### config.mk
export PLATFORM = sky130hd
export DESIGN_NAME = numeric_type_converter_top
export DESIGN_NICKNAME = d
export VERILOG_FILES = /design/src/rtl/ntc_pkg.sv /design/src/rtl/ntc_convert.sv /design/src/rtl/numeric_type_converter_top.sv
export SDC_FILE = /design/constraint.sdc
export NUM_CORES = 1
export LEC_CHECK = 0
export BUFFER_PORTS_ARGS = -buffer_cell sky130_fd_sc_hd__buf_4
export CAP_MARGIN = 20
export CELL_PAD_IN_SITES_DETAIL_PLACEMENT = 0
export CELL_PAD_IN_SITES_GLOBAL_PLACEMENT = 2
export CORE_ASPECT_RATIO = 0.75
export CORE_MARGIN = 8
export CORE_UTILIZATION = 35
export DETAILED_ROUTE_END_ITERATION = 6
export PLACE_DENSITY = 0.84
export SKIP_LAST_GASP = 1
export SYNTH_ARGS = -nofsm -noshare
export SYNTH_HDL_FRONTEND = slang
export SYNTH_SLANG_ARGS = --single-unit
### constraint.sdc
create_clock -name clk -period 15.4 [get_ports clk]
set_input_delay 3.08 -clock clk [delete_from_list [all_inputs] [get_ports clk]]
set_output_delay 3.08 -clock clk [all_outputs]
set_load 0.02 [all_outputs]
### src/rtl/ntc_pkg.sv
// Shared types, type codes and constants of the numeric type converter.
package ntc_pkg;

	localparam int NUM_POINTS = 8;
	localparam int IDX_W = 3;
	localparam int CNT_W = 4;
	localparam int MAP_W = 24;
	localparam int CODE_W = 3;
	localparam int WORD_W = 32;
	localparam int VAL_W = 35;
	localparam logic [15:0] HALF_MASK = 16'hFFFF;

	localparam logic [CODE_W-1:0] TYPE_U16 = 3'd0;
	localparam logic [CODE_W-1:0] TYPE_I16 = 3'd1;
	localparam logic [CODE_W-1:0] TYPE_U32 = 3'd2;
	localparam logic [CODE_W-1:0] TYPE_I32 = 3'd3;
	localparam logic [CODE_W-1:0] TYPE_F32 = 3'd4;

	localparam logic [1:0] REG_NUM_POINTS = 2'd0;
	localparam logic [1:0] REG_SOURCE_MAP = 2'd1;
	localparam logic [1:0] REG_TARGET_MAP = 2'd2;

	typedef struct packed {
		logic [CODE_W-1:0] src;
		logic [CODE_W-1:0] tgt;
	} conv_ctl_t;

endpackage

### src/rtl/ntc_convert.sv
// Combinational conversion of one word between the supported numeric types.
module ntc_convert (
	input  ntc_pkg::conv_ctl_t             ctl,
	input  logic [ntc_pkg::WORD_W-1:0]     word,
	output logic [ntc_pkg::WORD_W-1:0]     result
);

	logic               sgn;
	logic [7:0]         ex;
	logic [23:0]        man;
	logic               nan_src;
	logic [33:0]        fmag;
	logic signed [ntc_pkg::VAL_W-1:0] v;
	logic               vneg;
	logic [33:0]        mag;
	logic [5:0]         p;
	logic [33:0]        norm;
	logic [23:0]        keep;
	logic               guard;
	logic               sticky;
	logic [24:0]        rnd;
	logic [7:0]         fexp;
	logic [22:0]        ffrac;

	always_comb begin
		sgn = word[31];
		ex = word[30:23];
		man = {1'b1, word[22:0]};
		nan_src = 1'b0;
		fmag = '0;
		if (ex == 8'hFF) begin
			nan_src = (word[22:0] != '0);
			fmag = 34'h2_0000_0000;
		end else if (ex < 8'd127) begin
			fmag = '0;
		end else if (ex >= 8'd160) begin
			fmag = 34'h2_0000_0000;
		end else if (ex >= 8'd150) begin
			fmag = {10'd0, man} << (ex - 8'd150);
		end else begin
			fmag = {10'd0, man} >> (8'd150 - ex);
		end

		case (ctl.src)
			ntc_pkg::TYPE_U16: v = {19'd0, word[15:0]};
			ntc_pkg::TYPE_I16: v = {{19{word[15]}}, word[15:0]};
			ntc_pkg::TYPE_U32: v = {3'd0, word};
			ntc_pkg::TYPE_I32: v = {{3{word[31]}}, word};
			default: v = sgn ? -$signed({1'b0, fmag}) : $signed({1'b0, fmag});
		endcase

		vneg = v[ntc_pkg::VAL_W-1];
		mag = vneg ? 34'(-v) : v[33:0];
		p = '0;
		for (int i = 0; i < 34; i++) begin
			if (mag[i]) p = 6'(i);
		end
		// Normalise so that the leading one sits at bit 33.
		norm = mag << (6'd33 - p);
		keep = norm[33:10];
		guard = norm[9];
		sticky = (norm[8:0] != '0);
		rnd = {1'b0, keep} + 25'(guard && (sticky || keep[0]));
		if (rnd[24]) begin
			fexp = 8'(p) + 8'd128;
			ffrac = rnd[23:1];
		end else begin
			fexp = 8'(p) + 8'd127;
			ffrac = rnd[22:0];
		end

		if (ctl.src == ntc_pkg::TYPE_F32 && ctl.tgt == ntc_pkg::TYPE_F32) begin
			result = word;
		end else if (ctl.src == ntc_pkg::TYPE_F32 && nan_src) begin
			result = '0;
		end else begin
			case (ctl.tgt)
				ntc_pkg::TYPE_U16: begin
					if (vneg) result = '0;
					else if (v > 35'sd65535) result = {16'd0, ntc_pkg::HALF_MASK};
					else result = {16'd0, v[15:0]};
				end
				ntc_pkg::TYPE_I16: begin
					if (v < -35'sd32768) result = 32'h0000_8000;
					else if (v > 35'sd32767) result = 32'h0000_7FFF;
					else result = {16'd0, v[15:0]};
				end
				ntc_pkg::TYPE_U32: begin
					if (vneg) result = '0;
					else if (v[34:32] != '0) result = 32'hFFFF_FFFF;
					else result = v[31:0];
				end
				ntc_pkg::TYPE_I32: begin
					if (v < -35'sd2147483648) result = 32'h8000_0000;
					else if (v > 35'sd2147483647) result = 32'h7FFF_FFFF;
					else result = v[31:0];
				end
				default: result = (mag == '0) ? '0 : {vneg, fexp, ffrac};
			endcase
		end
	end

endmodule

### src/rtl/numeric_type_converter_top.sv
// Top level of the numeric type converter: configuration, input and result registers.
// Each input goes through the input register, the converter and the result register.
// Throughput: one item per cycle; the input register and the result register
// both advance together whenever the result side is not stalled.
// Reset clears the configuration registers and the valid flags; payloads are not reset.
module numeric_type_converter_top (
	input  logic                            clk,
	input  logic                            arst_n,
	input  logic                            cfg_valid,
	output logic                            cfg_ready,
	input  logic [1:0]                      cfg_index,
	input  logic [ntc_pkg::MAP_W-1:0]       cfg_data,
	input  logic                            in_valid,
	output logic                            in_stall,
	input  logic [ntc_pkg::IDX_W-1:0]       point_index,
	input  logic [ntc_pkg::WORD_W-1:0]      raw_word,
	output logic                            out_valid,
	input  logic                            out_stall,
	output logic [ntc_pkg::IDX_W-1:0]       result_index,
	output logic [ntc_pkg::WORD_W-1:0]      converted_word
);

	logic [ntc_pkg::CNT_W-1:0]  num_points_q;
	logic [ntc_pkg::MAP_W-1:0]  src_map_q;
	logic [ntc_pkg::MAP_W-1:0]  tgt_map_q;
	logic                       valid_s1;
	logic [ntc_pkg::IDX_W-1:0]  idx_s1;
	logic [ntc_pkg::WORD_W-1:0] word_s1;
	ntc_pkg::conv_ctl_t         ctl;
	logic                       keep_item;
	logic [ntc_pkg::WORD_W-1:0] conv;
	logic                       adv;
	logic                       valid_s2;
	logic [ntc_pkg::IDX_W-1:0]  idx_s2;
	logic [ntc_pkg::WORD_W-1:0] word_s2;

	assign cfg_ready = 1'b1;
	assign adv = !(valid_s2 && out_stall);
	assign in_stall = !adv;

	always_ff @(posedge clk or negedge arst_n) begin
		if (!arst_n) begin
			num_points_q <= '0;
			src_map_q <= '0;
			tgt_map_q <= '0;
		end else if (cfg_valid) begin
			case (cfg_index)
				ntc_pkg::REG_NUM_POINTS: num_points_q <= cfg_data[ntc_pkg::CNT_W-1:0];
				ntc_pkg::REG_SOURCE_MAP: src_map_q <= cfg_data;
				ntc_pkg::REG_TARGET_MAP: tgt_map_q <= cfg_data;
				default: ;
			endcase
		end
	end

	always_ff @(posedge clk or negedge arst_n) begin
		if (!arst_n) begin
			valid_s1 <= 1'b0;
			valid_s2 <= 1'b0;
		end else if (adv) begin
			valid_s1 <= in_valid;
			valid_s2 <= valid_s1 && keep_item;
		end
	end

	always_ff @(posedge clk) begin
		if (adv) begin
			idx_s1 <= point_index;
			word_s1 <= raw_word;
			idx_s2 <= idx_s1;
			word_s2 <= conv;
		end
	end

	always_comb begin
		ctl.src = src_map_q[idx_s1*3 +: 3];
		ctl.tgt = tgt_map_q[idx_s1*3 +: 3];
		keep_item = ({1'b0, idx_s1} < num_points_q) && (ctl.src <= ntc_pkg::TYPE_F32)
			&& (ctl.tgt <= ntc_pkg::TYPE_F32);
	end

	ntc_convert u_convert (
		.ctl    (ctl),
		.word   (word_s1),
		.result (conv)
	);

	assign out_valid = valid_s2;
	assign result_index = idx_s2;
	assign converted_word = word_s2;

	a_stall_hold: assert property (@(posedge clk) disable iff (!arst_n)
		valid_s2 && out_stall |=> valid_s2 && $stable(word_s2) && $stable(idx_s2))
		else $error("result changed while stalled");
	a_no_stall_empty: assert property (@(posedge clk) disable iff (!arst_n)
		!valid_s2 |-> !in_stall)
		else $error("input stalled with empty result register");
	a_range: assert property (@(posedge clk) disable iff (!arst_n)
		adv && valid_s1 && ({1'b0, idx_s1} >= num_points_q) |=> !valid_s2)
		else $error("out of range index produced a result");

endmodule
# Yosys cells after proc, flatten, opt, wreduce, memory -nomap -nowiden
# Index checks and enable logic that the tools add are counted.
# totals
ff_bits	124
out_inout_bits	38
elab_cells	118
# classes
addsub	8
mul	1
n_lt_le_gt_ge	11
n_eq_ne	11
shift	5
muxes	55
n_reduce_logical	18
# ops
op	n
$mux W32	8
$mux W34	5
$pmux W35 S4	1
$pmux W32 S4	1
$mux W5	16
$mux W16	3
$shiftx A24 B6 Y3	2
$gt A35 B16 Y1 const B	1
$gt A35 B17 Y1 const B	1
$gt A35 B32 Y1 const B	1
$lt A35 B16 Y1 const B	1
$lt A35 B32 Y1 const B	1
$mux W35	1
$neg A34 Y35	1
$logic_not A34 Y1	1
$neg A34 Y34	1
$shl A24 B8 Y34	1
$shl A34 B6 Y34	1
$shr A24 B8 Y34	1
$mux W4	8
$add A24 B1 Y25	1
$mux W23	1
$reduce_bool A23 Y1	1
$ge A8 B8 Y1 const B	2
27 further kinds	48

# Longest topological paths before layout
# logic_depth
depth_word	55
depth_mapped	55
ltp_nobuf	39

# Cells and area by module
# From an unflattened synthesis, not the netlist that was laid out.
# hier_totals
hier_cells	2295
area_unflattened_um2	18702.9
# modules_own_cells
module	instances	cells_each	area_per_inst_um2	seq_area_each_um2
ntc_convert	1	2069	14112.3	0.0
numeric_type_converter_top	1	226	4590.7	3453.3

# Least setup slack after synthesis
# Ideal clock, no wire load.
# synth_timing
path_type	register to register
start	register word_s1[23] (netlist name)
end	register word_s2, in the netlist converted_word[25] (data pin)
t_arrival_ps	10745
required_time_ps	15139
path_slack_ps	4394
path_stages_with_launch	52
n_path_buf	17
path_cell_list	edfxtp_1 > buf_4 > buf_6 > inv_1 > buf_2 > ha_1 > buf_2 > buf_4 > buf_6 > buf_6 > mux2_2 > mux4_2 > o21ai_0 > a21oi_1 > o22a_1 > inv_1 > ha_1 > nand2_1 > [... 16 more ...] > buf_8 > buf_6 > buf_6 > ha_1 > or4_1 > nand4_1 > buf_2 > buf_2 > a31oi_1 > nor2_1 > ha_1 > and3_1 > nand4b_4 > or4b_1 > buf_2 > and3_1 > o211a_1 > a221o_1
# synth_between
elab_chain_len	55
# synth_rtl
item	line	text
start: declaration	numeric_type_converter_top.sv:28	logic [ntc_pkg::WORD_W-1:0] word_s1;
start signal: assignment	numeric_type_converter_top.sv:69	word_s1 <= raw_word;
$sub A8 B8 Y8, on equally long branches	ntc_convert.sv:41, ntc_convert.sv:39	
$shr A24 B8 Y34 / $shl A24 B8 Y34 (equally long branches)	ntc_convert.sv:41, ntc_convert.sv:39	
$mux W34	ntc_convert.sv:38	end else if (ex >= 8'd150) begin
$mux W34	ntc_convert.sv:36	end else if (ex >= 8'd160) begin
$mux W34	ntc_convert.sv:34	end else if (ex < 8'd127) begin
$mux W34	ntc_convert.sv:31	if (ex == 8'hFF) begin
$neg A34 Y35	ntc_convert.sv:49	default: v = sgn ? -$signed({1'b0, fmag}) : $signed({1'b0, fmag});
$mux W35	ntc_convert.sv:49	
[... 40 more ...]	--	
$logic_and A1 B1 Y1	ntc_convert.sv:63	rnd = {1'b0, keep} + 25'(guard && (sticky || keep[0]));
$add A24 B1 Y25	ntc_convert.sv:63	
$mux W8	ntc_convert.sv:64	if (rnd[24]) begin
$mux W32	ntc_convert.sv:98	default: result = (mag == '0) ? '0 : {vneg, fexp, ffrac};
$pmux W32 S4	ntc_convert.sv:77	case (ctl.tgt)
$mux W32 *	ntc_convert.sv:74	end else if (ctl.src == ntc_pkg::TYPE_F32 && nan_src) begin
$mux W32 *	ntc_convert.sv:72	if (ctl.src == ntc_pkg::TYPE_F32 && ctl.tgt == ntc_pkg::TYPE_F32) begin
via conv, one bit	numeric_type_converter_top.sv:31	logic [ntc_pkg::WORD_W-1:0] conv;
end signal: assignment	numeric_type_converter_top.sv:71	word_s2 <= conv;
end: declaration	numeric_type_converter_top.sv:35	logic [ntc_pkg::WORD_W-1:0] word_s2;
# The timed path passes the listed nets; every way through them passes the cells marked *.
# A chain may end at the register's enable or synchronous reset.

# Worst setup path in the final report
# layout_timing
start	register word_s1[23] (netlist name)
end	register word_s2, in the netlist converted_word[23] (data pin)
# layout_between
elab_chain_len	55
# layout_rtl
item	line
$sub A8 B8 Y8, on equally long branches	ntc_convert.sv:41, ntc_convert.sv:39
$shr A24 B8 Y34 / $shl A24 B8 Y34 (equally long branches)	ntc_convert.sv:41, ntc_convert.sv:39
$mux W34	ntc_convert.sv:38
$mux W34	ntc_convert.sv:36
$mux W34	ntc_convert.sv:34
$mux W34	ntc_convert.sv:31
$neg A34 Y35	ntc_convert.sv:49
$mux W35	ntc_convert.sv:49
[... 40 more ...]	--
$logic_and A1 B1 Y1	ntc_convert.sv:63
$add A24 B1 Y25	ntc_convert.sv:63
$mux W8	ntc_convert.sv:64
$mux W32	ntc_convert.sv:98
$pmux W32 S4	ntc_convert.sv:77
$mux W32	ntc_convert.sv:74
$mux W32 *	ntc_convert.sv:72
via conv, one bit	numeric_type_converter_top.sv:31
# Marks and branches as above.

==> summary.md <==
| Metric | Value |
|---|---|
| Clock transition at path regs | `about 0.07 ns` |
| Post-synth EDFFs | `70` |
| Tot GR Track Use | `28.4%` |
| Critical Path Fanout Max | `63` |
| Clock Path Buffers | `2` |
| Synth top area share | `between 10% and 20%` |
| # nets final | `2303` |
| Top-level port count | `around 100` |
| Period utilization | `between 80% and 90%` |
| Fmax | `0.0734 GHz` |
| CTS HTree Levels | `4` |
| Arrival @ worst endpoint | `~14 ns` |
| Async S/R FF share, synth | `between 40% and 50%` |
| Final Slew Violations | `0` |
| Minimum clock period | `between 10 and 15 ns` |
| Slew margin rel. | `22.9%` |
| Post-CTS setup buffer count | `0` |
| Syn Area/Cell | `just over 8 um2` |
| GRT overflow | `0` |
| CTS Buf Count | `17` |
| YS warnings | `0` |
| First-pass GRT wire length | `roughly 130 mm` |
| Worst Tran Pin Value | `approximately 1.1 ns` |
| Vias in the first global route | `between 15000 and 20000` |
| Via count | `between 20000 and 25000` |
| Initial cell density of the core | `a little over a third` |
| DIE WIDTH | `approximately 280 um` |
| Status | `complete, but fails checks` |
| DRC viols | `2` |
| Top delay family on crit path | `simple AND/OR/NAND/NOR gates` |
| Post-CTS sizing | `0` |
| Worst Path Required | `about 16 ns` |
| GR met2 Demand/Resource | `a little under two fifths` |
| Worst setup path class | `reg -> reg` |
| Met3 Usage GRT | `roughly 9%` |
| Final setup violation count | `0` |
| Dpl hpwl | `66.7 mm` |
| Top Usage Layer GRT | `met1` |
| Root Driver | `clkbuf_16` |
| HP Class | `reg -> reg` |
| Vias per cell | `6.94` |
| TritonCTS clock tree | `yes` |
| Post-Route WL | `about 87 mm` |
| Netlist cell types | `~130` |
| Yosys top cell by area | `edfxtp_1` |
| CP Launch Type | `flop` |
| Proportion of layout cells with a drive suffix above 1 | `19.8%` |
| GR Util met1 | `approximately 43%` |
| Post-synthesis register bit count | `~120` |
| Synth area leaders | `edfxtp_1 (12%), dfrtp_1 (7.5%), mux2_2 (6.0%), mux4_2 (5.5%), mux2i_1 (4.8%)` |
| Final Hold Fails | `0` |
| Std-Cell Rows | `72` |
| Syn-to-layout area delta | `10.2%` |
| Port Buf Inserts | `about 100` |
| Critical Path End Type | `flop` |
| Hold buffers post-CTS | `0` |
| Setup_tns | `0 ns` |
| Slowest cell delay on critical path | `roughly 0.73 ns` |
| Initial detailed-routing violation count | `between 3000 and 4000` |
| RSZ-0062 raised after global routing | `no` |
| Largest net degree at the start of global routing | `64` |
| Post-Syn Nets | `~2300` |
| Post-Synthesis Cells | `2219` |
| Main synth FF type | `edfxtp_1` |
| CP dominant cell by count | `buf_4` |
| Crit path max-delay cell type | `buf_4` |
| Initial DRT Pass Iterations | `7` |
| Number of max-cap violations | `0` |
| Num Clock Sinks | `approximately 120` |
| Clock Latency Late Sink | `around 0.47 ns` |
| Die Ht | `around 210 um` |
| GPL Wtd Cong | `approximately 1.0` |
| Detailed-route wire length per cell | `around 30 um` |
| Most common cell in the synthesized netlist | `nand2_1` |
| Sequential share of the synthesized area | `between 10% and 20%` |
| Initial antenna violation count | `2` |
| Synthesized cell area | `18100 um2` |
| Core Region | `51300 um2` |
| WP buf/inv | `7` |
| Post-synth top cells | `nand2_1 (211), nor2_1 (180), a21oi_1 (119)` |
| Worst Clk Skew | `about 0.026 ns` |
| Failing checks | `design-rule violations` |
| Detail Route Antenna Nets | `0` |
| Die area | `about 59000 um2` |
## cell usage in the layout, fill, tap and decap left out, types with 31 or more instances in the layout
master    count
nand2_1     210
nand3_1      75
a31oi_1      32
xnor2_1      53
a211oi_1     40
buf_4       168
o211ai_1     45
mux2i_1      84
nand4_1      31
nor3_1       76
mux2_2       97
o21ai_0     104
edfxtp_1     70
mux4_2       44
a21oi_1     119
and3_1       34
nor2_1      179
dfrtp_1      54
## final timing paths
kind                       slack [ns]  depth (start not counted)                  to           from
max                              1.78                         37  converted_word[23]    word_s1[23]
min reg2reg                      0.50                          1       src_map_q[20]  src_map_q[20]
max reg2reg                      1.78                         37  converted_word[23]    word_s1[23]
min in group asynchronous        2.65                          1        tgt_map_q[4]         arst_n
max in group asynchronous       12.30                          1     num_points_q[1]         arst_n
min                              0.50                          1       src_map_q[20]  src_map_q[20]
## flip-flops by register name (all words and copies together), names as in the netlist, 3 cells and up
| register | cells |
|---|---|
| tgt_map_q | 24 |
| result_index | 3 |
| src_map_q | 24 |
| converted_word | 32 |
| idx_s1 | 3 |
| num_points_q | 4 |
| word_s1 | 32 |
## logic make-up (layout without fill, tap and decap cells)
| logic type | Yosys count | count (layout) | synth area share [%] |
|---|---|---|---|
| buffers and inverters | 216 | 235 | 5.95 |
| multiplexers | 230 | 230 | 16.5 |
| XOR/XNOR | 85 | 85 | 4.38 |
| AO/OA/AOI/OAI | 731 | 731 | 29.6 |
| adder cells (fa/ha/maj) | 13 | 13 | 0.885 |
| flip-flops | 124 | 124 | 19.1 |
| AND/OR/NAND/NOR | 819 | 819 | 23.6 |
| other | 1 | 4 | 0.0207 |
## routing by layer
| layer | part of all wire [%] | up-vias |
|---|---|---|
| li1 | - | 8721 |
| met1 | 46 | 9943 |
| met2 | 39 | 1367 |
| met3 | 13 | 151 |
| met4 | 2.1 | 4 |
| met5 | 0.024 | - |
## final cells by class
type / instances / area (um2)
diodes: 3 / 7.51
multi-input cells: 1879 / 13600
repair buffers: 170 / 1290
well taps: 666 / 833
clock inverters: 15 / 171
fillers: 5255 / 31400
clock buffers: 17 / 425
inverters: 33 / 129
flip-flops and latches: 124 / 3450
## per-stage QoR
| step | std cells | util [%] | hold WS [ns] | worst slack [ns] | cell area, um2 |
|---|---|---|---|---|---|
| 2_1_floorplan | 2219 | - | 0.452 | 4.39 | 18100 |
| 3_3_place_gp | 2870 | 37.6 | 0.484 | 2.05 | 19300 |
| 3_5_place_dp | 2872 | 37.6 | 0.490 | 2.09 | 19300 |
| 4_1_cts | 2904 | 38.8 | 0.504 | 2.04 | 19900 |
| 5_1_grt | 2904 | 38.8 | 0.527 | 0.923 | 19900 |
| 6_report | 2907 | 38.8 | 0.505 | 1.78 | 19900 |
## worst reg2reg max path, delay by kind of cell (launching register included)
family	cells	cell delay (ns)
AO/OA/AOI/OAI	10	3.11
multiplexers	1	0.54
AND/OR/NAND/NOR	17	6.36
flip-flops	1	0.32
buffers and inverters	7	2.44
adder cells (fa/ha/maj)	2	0.55
Power is left out: the tool's default activity adds up to more than one toggle a clock period on the data nets, which glitch-free logic cannot reach.
